### src/ssdf_pkg.sv
// Shared constants and lookup functions for the seven-segment display formatter.
// No dependencies; imported by seven_segment_display_formatter_top.
`default_nettype none

package ssdf_pkg;

    typedef logic [7:0] t_byte;
    typedef t_byte      t_run [0:5];

    // Command codes
    localparam logic [1:0] FUNC_SHOW_BLANKED = 2'd0;
    localparam logic [1:0] FUNC_SHOW_ZEROS   = 2'd1;
    localparam logic [1:0] FUNC_CLEAR        = 2'd2;
    localparam logic [1:0] FUNC_BRIGHTNESS   = 2'd3;

    localparam logic [6:0]  ADDR_RESET    = 7'd56;
    localparam t_byte       INSTR_DIGITS  = 8'h01;
    localparam t_byte       INSTR_CONTROL = 8'h00;
    localparam t_byte       SEG_BLANK     = 8'h00;
    localparam logic [13:0] MAX_SHOWN     = 14'd9999;
    localparam logic [2:0]  LEVEL_MAX     = 3'd6;
    localparam logic [2:0]  LEN_DIGITS    = 3'd6;
    localparam logic [2:0]  LEN_CONTROL   = 3'd3;

    // Segment pattern, bit 0 = a ... bit 6 = g
    function automatic t_byte seg_pattern(input logic [3:0] digit);
        t_byte pat;
        case (digit)
            4'd0:    pat = 8'd63;
            4'd1:    pat = 8'd6;
            4'd2:    pat = 8'd91;
            4'd3:    pat = 8'd79;
            4'd4:    pat = 8'd102;
            4'd5:    pat = 8'd109;
            4'd6:    pat = 8'd125;
            4'd7:    pat = 8'd7;
            4'd8:    pat = 8'd127;
            4'd9:    pat = 8'd111;
            default: pat = SEG_BLANK;
        endcase
        return pat;
    endfunction

    // Control byte for a segment current level (already clamped)
    function automatic t_byte level_ctrl(input logic [2:0] level);
        t_byte ctrl;
        case (level)
            3'd0:    ctrl = 8'h07;
            3'd1:    ctrl = 8'h17;
            3'd2:    ctrl = 8'h27;
            3'd3:    ctrl = 8'h37;
            3'd4:    ctrl = 8'h47;
            3'd5:    ctrl = 8'h67;
            default: ctrl = 8'h77;
        endcase
        return ctrl;
    endfunction

endpackage

`default_nettype wire

### src/seven_segment_display_formatter_top.sv
// Seven-segment display formatter: command beats in, two-wire bus write bytes out.
// Depends on ssdf_pkg (codes, segment and control byte tables).
`default_nettype none

// Usage
//   Command channel (i_valid/o_ready): func, number, brightness_level.
//   Byte channel (o_valid/i_ready): one bus byte per beat, with o_is_address on
//   the first byte of a run and o_last_of_run on its final byte.
//   Config channel (i_cfg_valid/o_cfg_ready): 7-bit device address, always ready;
//   write it only while no run is pending. Reset value is 56.
// Runs: show number and clear give six bytes (address, 0x01, four digits ones
//   first); brightness gives three (address, 0x00, control byte).
// Path: a command's address byte is offered once it has passed S1 to S4 and been loaded into the shifter.
// Throughput: one byte per cycle at the output while i_ready is high. The output
//   shifter is the bottleneck, and four pipeline stages (saturate, thousands,
//   hundreds, tens/segments) ahead of it keep later commands queued up.
// Stalls: when i_ready is low the current byte holds, the shifter holds, and
//   back-pressure ripples stage by stage to o_ready; nothing is dropped or
//   repeated. Synchronous active-low reset empties all stages and restores the
//   address register.
module seven_segment_display_formatter_top
    import ssdf_pkg::*;
(
    input  wire logic        i_clk,
    input  wire logic        i_rst_n,
    // command channel
    input  wire logic        i_valid,
    output logic             o_ready,
    input  wire logic [1:0]  i_func,
    input  wire logic [13:0] i_number,
    input  wire logic [2:0]  i_brightness_level,
    // config channel
    input  wire logic        i_cfg_valid,
    output logic             o_cfg_ready,
    input  wire logic [6:0]  i_cfg_data,
    // byte channel
    output logic             o_valid,
    input  wire logic        i_ready,
    output logic [7:0]       o_bus_byte,
    output logic             o_is_address,
    output logic             o_last_of_run
);

    // ---------------- config register ----------------
    logic [6:0] r_dev_addr;

    assign o_cfg_ready = 1'b1;

    always_ff @(posedge i_clk) begin
        if (!i_rst_n) begin
            r_dev_addr <= ADDR_RESET;
        end else if (i_cfg_valid && o_cfg_ready) begin
            r_dev_addr <= i_cfg_data;
        end
    end

    // ---------------- pipeline registers ----------------
    // S1: saturated number
    logic        r1_v;
    logic [1:0]  r1_func;
    logic [2:0]  r1_lvl;
    logic [13:0] r1_num;
    // S2: thousands digit split off
    logic        r2_v;
    logic [1:0]  r2_func;
    logic [2:0]  r2_lvl;
    logic [3:0]  r2_th;
    logic [9:0]  r2_rem;
    // S3: hundreds digit split off
    logic        r3_v;
    logic [1:0]  r3_func;
    logic [2:0]  r3_lvl;
    logic [3:0]  r3_th;
    logic [3:0]  r3_hu;
    logic [6:0]  r3_rem;
    // S4: run bytes assembled
    logic        r4_v;
    t_run        r4_run;
    logic [2:0]  r4_len;
    // output shifter
    logic        r_busy;
    t_run        r_sh;
    logic [2:0]  r_idx;
    logic [2:0]  r_last_idx;

    logic en1, en2, en3, en4, load, ser_free, out_last;

    // ready ripples back from the shifter
    assign out_last = (r_idx == r_last_idx);
    assign ser_free = !r_busy || (i_ready && out_last);
    assign load     = r4_v && ser_free;
    assign en4      = !r4_v || load;
    assign en3      = !r3_v || en4;
    assign en2      = !r2_v || en3;
    assign en1      = !r1_v || en2;
    assign o_ready  = en1;

    // ---------------- stage logic ----------------
    logic [13:0] n1_num;
    logic [3:0]  n2_th;
    logic [9:0]  n2_rem;
    logic [3:0]  n3_hu;
    logic [6:0]  n3_rem;
    logic [3:0]  n4_te;
    logic [3:0]  n4_on;
    t_run        n4_run;
    logic [2:0]  n4_len;
    logic [2:0]  n4_lvl;
    t_byte       addr_byte;

    assign n1_num = (i_number > MAX_SHOWN) ? MAX_SHOWN : i_number;

    // thousands: nine parallel compares, then one subtract
    always_comb begin
        n2_th = '0;
        for (int k = 1; k <= 9; k++) begin
            if (r1_num >= 14'(k * 1000)) n2_th = 4'(k);
        end
        n2_rem = 10'(r1_num - 14'(14'(n2_th) * 14'd1000));
    end

    // hundreds
    always_comb begin
        n3_hu = '0;
        for (int k = 1; k <= 9; k++) begin
            if (r2_rem >= 10'(k * 100)) n3_hu = 4'(k);
        end
        n3_rem = 7'(r2_rem - 10'(10'(n3_hu) * 10'd100));
    end

    // tens/ones, segment lookup, blanking, run assembly
    assign addr_byte = {r_dev_addr, 1'b0};

    always_comb begin
        n4_te = '0;
        for (int k = 1; k <= 9; k++) begin
            if (r3_rem >= 7'(k * 10)) n4_te = 4'(k);
        end
        n4_on  = 4'(r3_rem - 7'(7'(n4_te) * 7'd10));
        n4_lvl = (r3_lvl > LEVEL_MAX) ? LEVEL_MAX : r3_lvl;

        n4_run[0] = addr_byte;
        n4_run[1] = INSTR_DIGITS;
        n4_run[2] = seg_pattern(n4_on);
        n4_run[3] = seg_pattern(n4_te);
        n4_run[4] = seg_pattern(r3_hu);
        n4_run[5] = seg_pattern(r3_th);
        n4_len    = LEN_DIGITS;

        case (r3_func)
            FUNC_SHOW_BLANKED: begin
                // ones always shows; higher digits blank while all above are zero
                if (r3_th == 4'd0) n4_run[5] = SEG_BLANK;
                if (r3_th == 4'd0 && r3_hu == 4'd0) n4_run[4] = SEG_BLANK;
                if (r3_th == 4'd0 && r3_hu == 4'd0 && n4_te == 4'd0) begin
                    n4_run[3] = SEG_BLANK;
                end
            end
            FUNC_SHOW_ZEROS: begin
            end
            FUNC_CLEAR: begin
                n4_run[2] = SEG_BLANK;
                n4_run[3] = SEG_BLANK;
                n4_run[4] = SEG_BLANK;
                n4_run[5] = SEG_BLANK;
            end
            default: begin
                n4_run[1] = INSTR_CONTROL;
                n4_run[2] = level_ctrl(n4_lvl);
                n4_run[3] = SEG_BLANK;
                n4_run[4] = SEG_BLANK;
                n4_run[5] = SEG_BLANK;
                n4_len    = LEN_CONTROL;
            end
        endcase
    end

    // ---------------- valid bits ----------------
    always_ff @(posedge i_clk) begin
        if (!i_rst_n) begin
            r1_v   <= 1'b0;
            r2_v   <= 1'b0;
            r3_v   <= 1'b0;
            r4_v   <= 1'b0;
            r_busy <= 1'b0;
        end else begin
            if (en1) r1_v <= i_valid;
            if (en2) r2_v <= r1_v;
            if (en3) r3_v <= r2_v;
            if (en4) r4_v <= r3_v;
            if (load) begin
                r_busy <= 1'b1;
            end else if (r_busy && i_ready && out_last) begin
                r_busy <= 1'b0;
            end
        end
    end

    // ---------------- payload ----------------
    always_ff @(posedge i_clk) begin
        if (en1) begin
            r1_func <= i_func;
            r1_lvl  <= i_brightness_level;
            r1_num  <= n1_num;
        end
        if (en2) begin
            r2_func <= r1_func;
            r2_lvl  <= r1_lvl;
            r2_th   <= n2_th;
            r2_rem  <= n2_rem;
        end
        if (en3) begin
            r3_func <= r2_func;
            r3_lvl  <= r2_lvl;
            r3_th   <= r2_th;
            r3_hu   <= n3_hu;
            r3_rem  <= n3_rem;
        end
        if (en4) begin
            r4_run <= n4_run;
            r4_len <= n4_len;
        end
    end

    // output shifter: byte 0 always at the head
    always_ff @(posedge i_clk) begin
        if (!i_rst_n) begin
            r_idx      <= '0;
            r_last_idx <= '0;
        end else if (load) begin
            r_idx      <= '0;
            r_last_idx <= r4_len - 3'd1;
        end else if (r_busy && i_ready && !out_last) begin
            r_idx <= r_idx + 3'd1;
        end
    end

    always_ff @(posedge i_clk) begin
        if (load) begin
            r_sh <= r4_run;
        end else if (r_busy && i_ready && !out_last) begin
            for (int k = 0; k < 5; k++) begin
                r_sh[k] <= r_sh[k + 1];
            end
        end
    end

    assign o_valid       = r_busy;
    assign o_bus_byte    = r_sh[0];
    assign o_is_address  = (r_idx == 3'd0);
    assign o_last_of_run = out_last;

    // ---------------- assertions ----------------
`ifndef SYNTHESIS
    a_addr_write_bit: assert property (@(posedge i_clk) disable iff (!i_rst_n)
        (o_valid && o_is_address) |-> (o_bus_byte[0] == 1'b0))
        else $error("address byte carries read bit");

    a_addr_not_last: assert property (@(posedge i_clk) disable iff (!i_rst_n)
        o_valid |-> !(o_is_address && o_last_of_run))
        else $error("run shorter than two bytes");

    a_run_continues: assert property (@(posedge i_clk) disable iff (!i_rst_n)
        (o_valid && i_ready && !o_last_of_run) |=> (o_valid && !o_is_address))
        else $error("run broken before its last byte");

    a_next_run_starts: assert property (@(posedge i_clk) disable iff (!i_rst_n)
        (o_valid && i_ready && o_last_of_run) |=> (!o_valid || o_is_address))
        else $error("new run does not start with address byte");

    a_last_index: assert property (@(posedge i_clk) disable iff (!i_rst_n)
        o_valid |-> (r_last_idx == 3'd2 || r_last_idx == 3'd5))
        else $error("bad run length");
`endif

endmodule

`default_nettype wire

### config.mk
export PLATFORM = sky130hd
export DESIGN_NAME = seven_segment_display_formatter_top
export DESIGN_NICKNAME = d
export VERILOG_FILES = /design/src/ssdf_pkg.sv /design/src/seven_segment_display_formatter_top.sv
export SDC_FILE = /design/constraint.sdc
export NUM_CORES = 1
export LEC_CHECK = 0
export BUFFER_PORTS_ARGS = -buffer_cell sky130_fd_sc_hd__clkbuf_2
export CAP_MARGIN = 0
export CORE_MARGIN = 3
export CORE_UTILIZATION = 29
export CTS_CLUSTER_SIZE = 30
export DETAILED_ROUTE_END_ITERATION = 8
export GPL_ROUTABILITY_DRIVEN = 0
export HOLD_SLACK_MARGIN = 0.15
export SLEW_MARGIN = 20
export SYNTH_ARGS = -nofsm -noshare
export SYNTH_HDL_FRONTEND = slang
export SYNTH_SLANG_ARGS = --single-unit
### constraint.sdc
create_clock -name i_clk -period 4 [get_ports i_clk]
set_input_delay 0.6 -clock i_clk [delete_from_list [all_inputs] [get_ports i_clk]]
set_output_delay 0.6 -clock i_clk [all_outputs]
set_load 0.01 [all_outputs]
# Yosys cells after proc, flatten, opt, wreduce, memory -nomap -nowiden
# Memory sizes are Yosys's and may differ from the RTL's. A register that Yosys moved wholly into a read port is not among the register bits.
# Index checks and enable logic that the tools add are counted.
# classes
addsub	5
multipliers	3
magnitude_cmp	29
n_eq_ne	8
n_mux	42
bitwise_logic	1
n_reduce_logical	29
# ops
operator	n
$mux 4	26
$mux 40	2
$ge 14x13->1 const B	4
$pmux 24 s2	1
$pmux 7 s6	1
$ge 10x10->1 const B	4
$ge 10x9->1 const B	3
$ge 14x12->1 const B	2
$mux 8	3
$ge 7x6->1 const B	3
$ge 7x7->1 const B	3
$pmux 8 s2	1
$ge 14x10->1 const B	1
$ge 14x11->1 const B	1
$ge 14x14->1 const B	1
$ge 7x5->1 const B	2
$gt 14x14->1 const B	1
$logic_not 4->1	3
$ge 10x7->1 const B	1
$ge 10x8->1 const B	1
$sub 10x10->10	1
$ge 7x4->1 const B	1
$logic_and 1x1->1	7
$mul 4x7->7 const B	1
other kinds (23)	43
# word_totals
register_bits	174
mem_bits_ro	448
in_bits	31
out_inout_bits	13
word_cells	155
mem_count	4
# memory_table
memory	words	width	read_ports	rd_clocked_by_memory_dff	wr	line_no	text
(no name shown)	16	7	1	0	0	ssdf_pkg.sv:28	case (digit)
(no name shown)	16	7	1	0	0	ssdf_pkg.sv:28	
(no name shown)	16	7	1	1	0	ssdf_pkg.sv:28	
(no name shown)	16	7	1	1	0	ssdf_pkg.sv:28	

# Logic depth before layout (Yosys ltp)
# logic_depth
ltp_word	14
depth_mapped	17
mapped_depth_nobuf	17

# Worst setup path before layout
# OpenSTA, ideal clock, no wires.
# synth_path
kind	register to register
startpoint	register r1_num[6]
endpoint	register r2_rem[9] (data pin)
setup_time_ns	0.266
arrival_time_ns	3.736
required_time_ns	3.734
slack_ns	-0.002
stages_incl_launch_ff	14
path_buffers	0
synth_period_minus_slack_ns	4.002
cell_sequence	edfxtp_1 or2_2 a41oi_1 inv_1 a21oi_1 ha_1 inv_1 fa_1 fa_1 ha_1 a21o_1 a21oi_1 xnor2_1 xnor2_1
# synth_between
elab_cells_between_ends	20
cone_classes	1 x add/sub; 1 x mul; 9 x order compare; 9 x mux
# synth_lines
item	line_no	text
start: declaration	seven_segment_display_formatter_top.sv:62	logic [13:0] r1_num;
start signal: assignment	seven_segment_display_formatter_top.sv:204	r1_num <= n1_num;
$ge 14x12->1	seven_segment_display_formatter_top.sv:117	if (r1_num >= 14'(k * 1000)) n2_th = 4'(k);
$mux 4 (6 in series)	seven_segment_display_formatter_top.sv:117	
$mux 4 *	seven_segment_display_formatter_top.sv:117	
named net n2_th[3]	seven_segment_display_formatter_top.sv:100	logic [3:0] n2_th;
$mul 4x7->7 *	seven_segment_display_formatter_top.sv:119	n2_rem = 10'(r1_num - 14'(14'(n2_th) * 14'd1000));
$sub 10x10->10 *	seven_segment_display_formatter_top.sv:119	
named net n2_rem[9]	seven_segment_display_formatter_top.sv:101	logic [9:0] n2_rem;
end signal: assignment	seven_segment_display_formatter_top.sv:210	r2_rem <= n2_rem;
end: declaration	seven_segment_display_formatter_top.sv:68	logic [9:0] r2_rem;
# Mark *: on every way through the listed nets, which the timed path passes. The rest lies on a longest branch.
# A chain may end at the register's enable or synchronous reset.

# Worst setup path in the final report
# layout_path
startpoint	register r1_num[6]
endpoint	register r2_rem[9] (data pin)
# layout_between
elab_cells_between_ends	20
cone_classes	1 x add/sub; 1 x mul; 9 x order compare; 9 x mux
# layout_lines
item	line_no
$ge 14x11->1	seven_segment_display_formatter_top.sv:117
$mux 4 (7 in series)	seven_segment_display_formatter_top.sv:117
$mux 4 *	seven_segment_display_formatter_top.sv:117
named net n2_th[1]	seven_segment_display_formatter_top.sv:100
$mul 4x7->7 *	seven_segment_display_formatter_top.sv:119
$sub 10x10->10 *	seven_segment_display_formatter_top.sv:119
named net n2_rem[9]	seven_segment_display_formatter_top.sv:101
# Marks and branches as above.

==> metrics.yaml <==
layout:
  syn2layout_area_growth_pct: 15.0
  utilization: 0.341
  n_fill_cell: 2823
  n_antenna_cell: 0
  fin_cells: 1158
  layout-drive-gt1-share: 0.140
  fin_area_sq_um: 9520
  nets: 848
detailed_routing:
  vias: 5095
  wl_per_cell_microns: 12.2
  finalWirelength_mm: 14.1
  remaining_drc_errors: 0
  viasPerCell: 4.40
  drtIter0Drc: 287
  ant_nets: 0
  dr.pass1.iters: 4
timing:
  finalHoldViolCount: 0
  slew_headroom: 0.415
  min_period_ns: 3.78
  hold_slack_ns: 0.346
  finalSetupTns_ns: 0
  fmax_mhz: 264
  finalCritPeriodShare: 0.946
  layout_setup_ws_ns: 0.218
  setup_viol: 0
  maxSlewViolCount: 0
  finClkSkew_ns: 0.0117
  worstMarginPinSlew_ns: 0.878
clock_tree:
  htreeDepth: 4
  path_clk_slew_ns: 0.07
  cts.path.max_buffers: 2
  insertion_delay_ns: 0.43
  cts_buffers: 17
  cts_root_buffer: "clkbuf_16"
  cts_tree: "done"
  clkSinkCount: 170
global_routing:
  grt_usage: 0.0959
  grt_max_degree: 41
  grt.overflow.total: 0
  grt_pass1_wl_mm: 23.9
  antenna_found_initial: 0
  grt_pass1_vias: 4923
synth:
  synthArstFlopShare: 0
  ys_top_cells_by_area: "edfxtp_1 (50%), dfxtp_1 (7.7%), ha_1 (6.5%)"
  ys_seq_area_frac: 0.578
  syn_nets: 805
  synth_area_per_cell_sq_um: 11.4
  netlist.area_leader.share: 0.500
  synth_top_area_cell: "edfxtp_1"
  syn_inst: 724
  synthFlopType: "edfxtp_1"
  ys_types: 66
  yosysWarnings: 0
  synth_edf_count: 138
  synth_area_sq_um: 8280
  ys_seq_elements: 170
worst_setup_path:
  crit_required_ns: 4.18
  critPathCaptureType: "flop"
  critical_path_arrival_ns: 3.96
  crit_slowest_cell: "fa_1"
  cp_max_fo: 8
  slowest_delay_ns: 0.49
  critical_path_class: "reg2reg"
  crit_path_start_kind: "flop"
  crit_chain: "buf_4, o21ai_0, nor2_1, nor3_2, o21ai_0, a21oi_4, ha_1, inv_1, fa_1, fa_1, ha_1, a21o_1, a21oi_1, xnor2_1, xnor2_1"
  timing.critical_path.max_delay_family: "adder cells"
  path_buf_inv: 2
floorplan:
  dieArea_sq_um: 30600
  die_x_microns: 175
  rows: 61
  die_h_microns: 175
  core_area_sq_um: 27900
  start_util: 0.296
  ios: 44
place:
  pre_cts_ws_ns: 0.0693
  port_buffers: 42
  placed_cells: 1124
  postPlaceCellArea_sq_um: 8900
  dp_hpwl_mm: 9.65
power:
  p_per_area_nw_per_um2: 659
  fin_total_pwr_mw: 6.28
  ir_drop_mv: 0.307
  leakage_nw: 3.88
min_path:
  holdCritPathClass: "in2reg"
job:
  maxCapViolCount: 0
status:
  status: "finished clean"
==> state kept, by name, summed over array words and instances, names as in the netlist, 2 cells and up, named ones only <==
signal and flops:
r3_hu 4, r4_run 36, r3_rem 7, r2_th 4
r1_num 14, r_dev_addr 7, o_bus_byte 8, r2_lvl 3
r3_th 4, r2_func 2, r1_func 2, r3_func 2
r_last_idx 3, r1_lvl 3, r3_lvl 3, r_sh 35
r_idx 3, r2_rem 10
==> worst paths after layout <==
kind / start / endpoint / slack (ns) / depth (start not counted)
max: r1_num[6] / r2_rem[9] / 0.22 / 15
min: i_brightness_level[1] / r1_lvl[1] / 0.35 / 1
max reg2reg: r1_num[6] / r2_rem[9] / 0.22 / 15
min reg2reg: r4_run[3] / r_sh[3] / 0.42 / 0
==> synthesized netlist by cell type (all sizes together) (8+ instances only) <==
master,n
inv,48
nor2b,13
mux2i,15
ha,43
a21o,13
xnor2,20
and2,28
clkbuf,18
nand3,8
o21ai,28
nand2b,13
edfxtp,138
a21oi,35
dfxtp,32
a31oi,8
nand2,117
nor2,28
buf,18
==> kinds of logic after synthesis <==
logic type,Yosys count,synth area share
compound gates,127,0.0990
xor+xnor,26,0.0275
fa+ha+maj,51,0.0831
buf+inv,84,0.0449
flops,170,0.578
mux,19,0.0236
other cells,1,0.000453
simple gates,246,0.144
==> area by class of cell <==
type,instances,area (sq um),area share
Clock buffer,19,443,0.0465
Clock inverter,13,138,0.0145
Inverter,48,180,0.0189
Multi-Input combinational cell,470,3160,0.332
Sequential cell,170,4780,0.503
Tap cell,378,473,0.0497
Timing Repair Buffer,60,345,0.0363
==> worst register-to-register path, delay by kind of cell, from the launching register on <==
kind,cells,cell delay (ns)
adders and majority gates,4,1.55
xor gates and xnor gates,2,0.23
DFF,1,0.37
buffers and inverters,2,0.25
and+or+nand+nor,2,0.19
AOI/OAI and AO/OA,5,0.94
==> layout by cell type (no fill, tap or decap), types with 7 or more instances in the layout <==
cell,netlist,routed
clkbuf_2,0,42
a21oi_1,35,33
buf_4,12,18
dfxtp_1,32,32
nor2b_1,13,13
o21ai_0,27,27
a31oi_1,8,8
nand2_1,117,117
and2_1,28,28
fa_1,7,7
ha_1,43,43
a21o_1,13,13
mux2i_1,15,15
edfxtp_1,138,138
xnor2_1,20,20
nor2_1,28,28
nand2b_1,13,13
nand3_1,8,8
inv_1,46,45
clkbuf_16,0,17
==> per-layer routing <==
metal  share of wire  track usage  vias up
met4           0.014       0.0313        0
met2            0.47        0.157       65
met5               0            0        -
li1                -            -     2629
met1            0.48        0.123     2385
met3           0.030       0.0267       16
==> repair_timing <==
action	CTS	global route
buffers inserted	0	2
endpoints found under the setup margin	0	1
hold buffers	0	0
gates resized for setup	0	5
==> power breakdown <==
group          switching (mW)  internal [mW]  leakage, nW
clock network           0.724          0.894        0.278
logic                    1.15          0.990         1.94
registers               0.232           2.29         1.67
(Power assumes the default switching activity.)
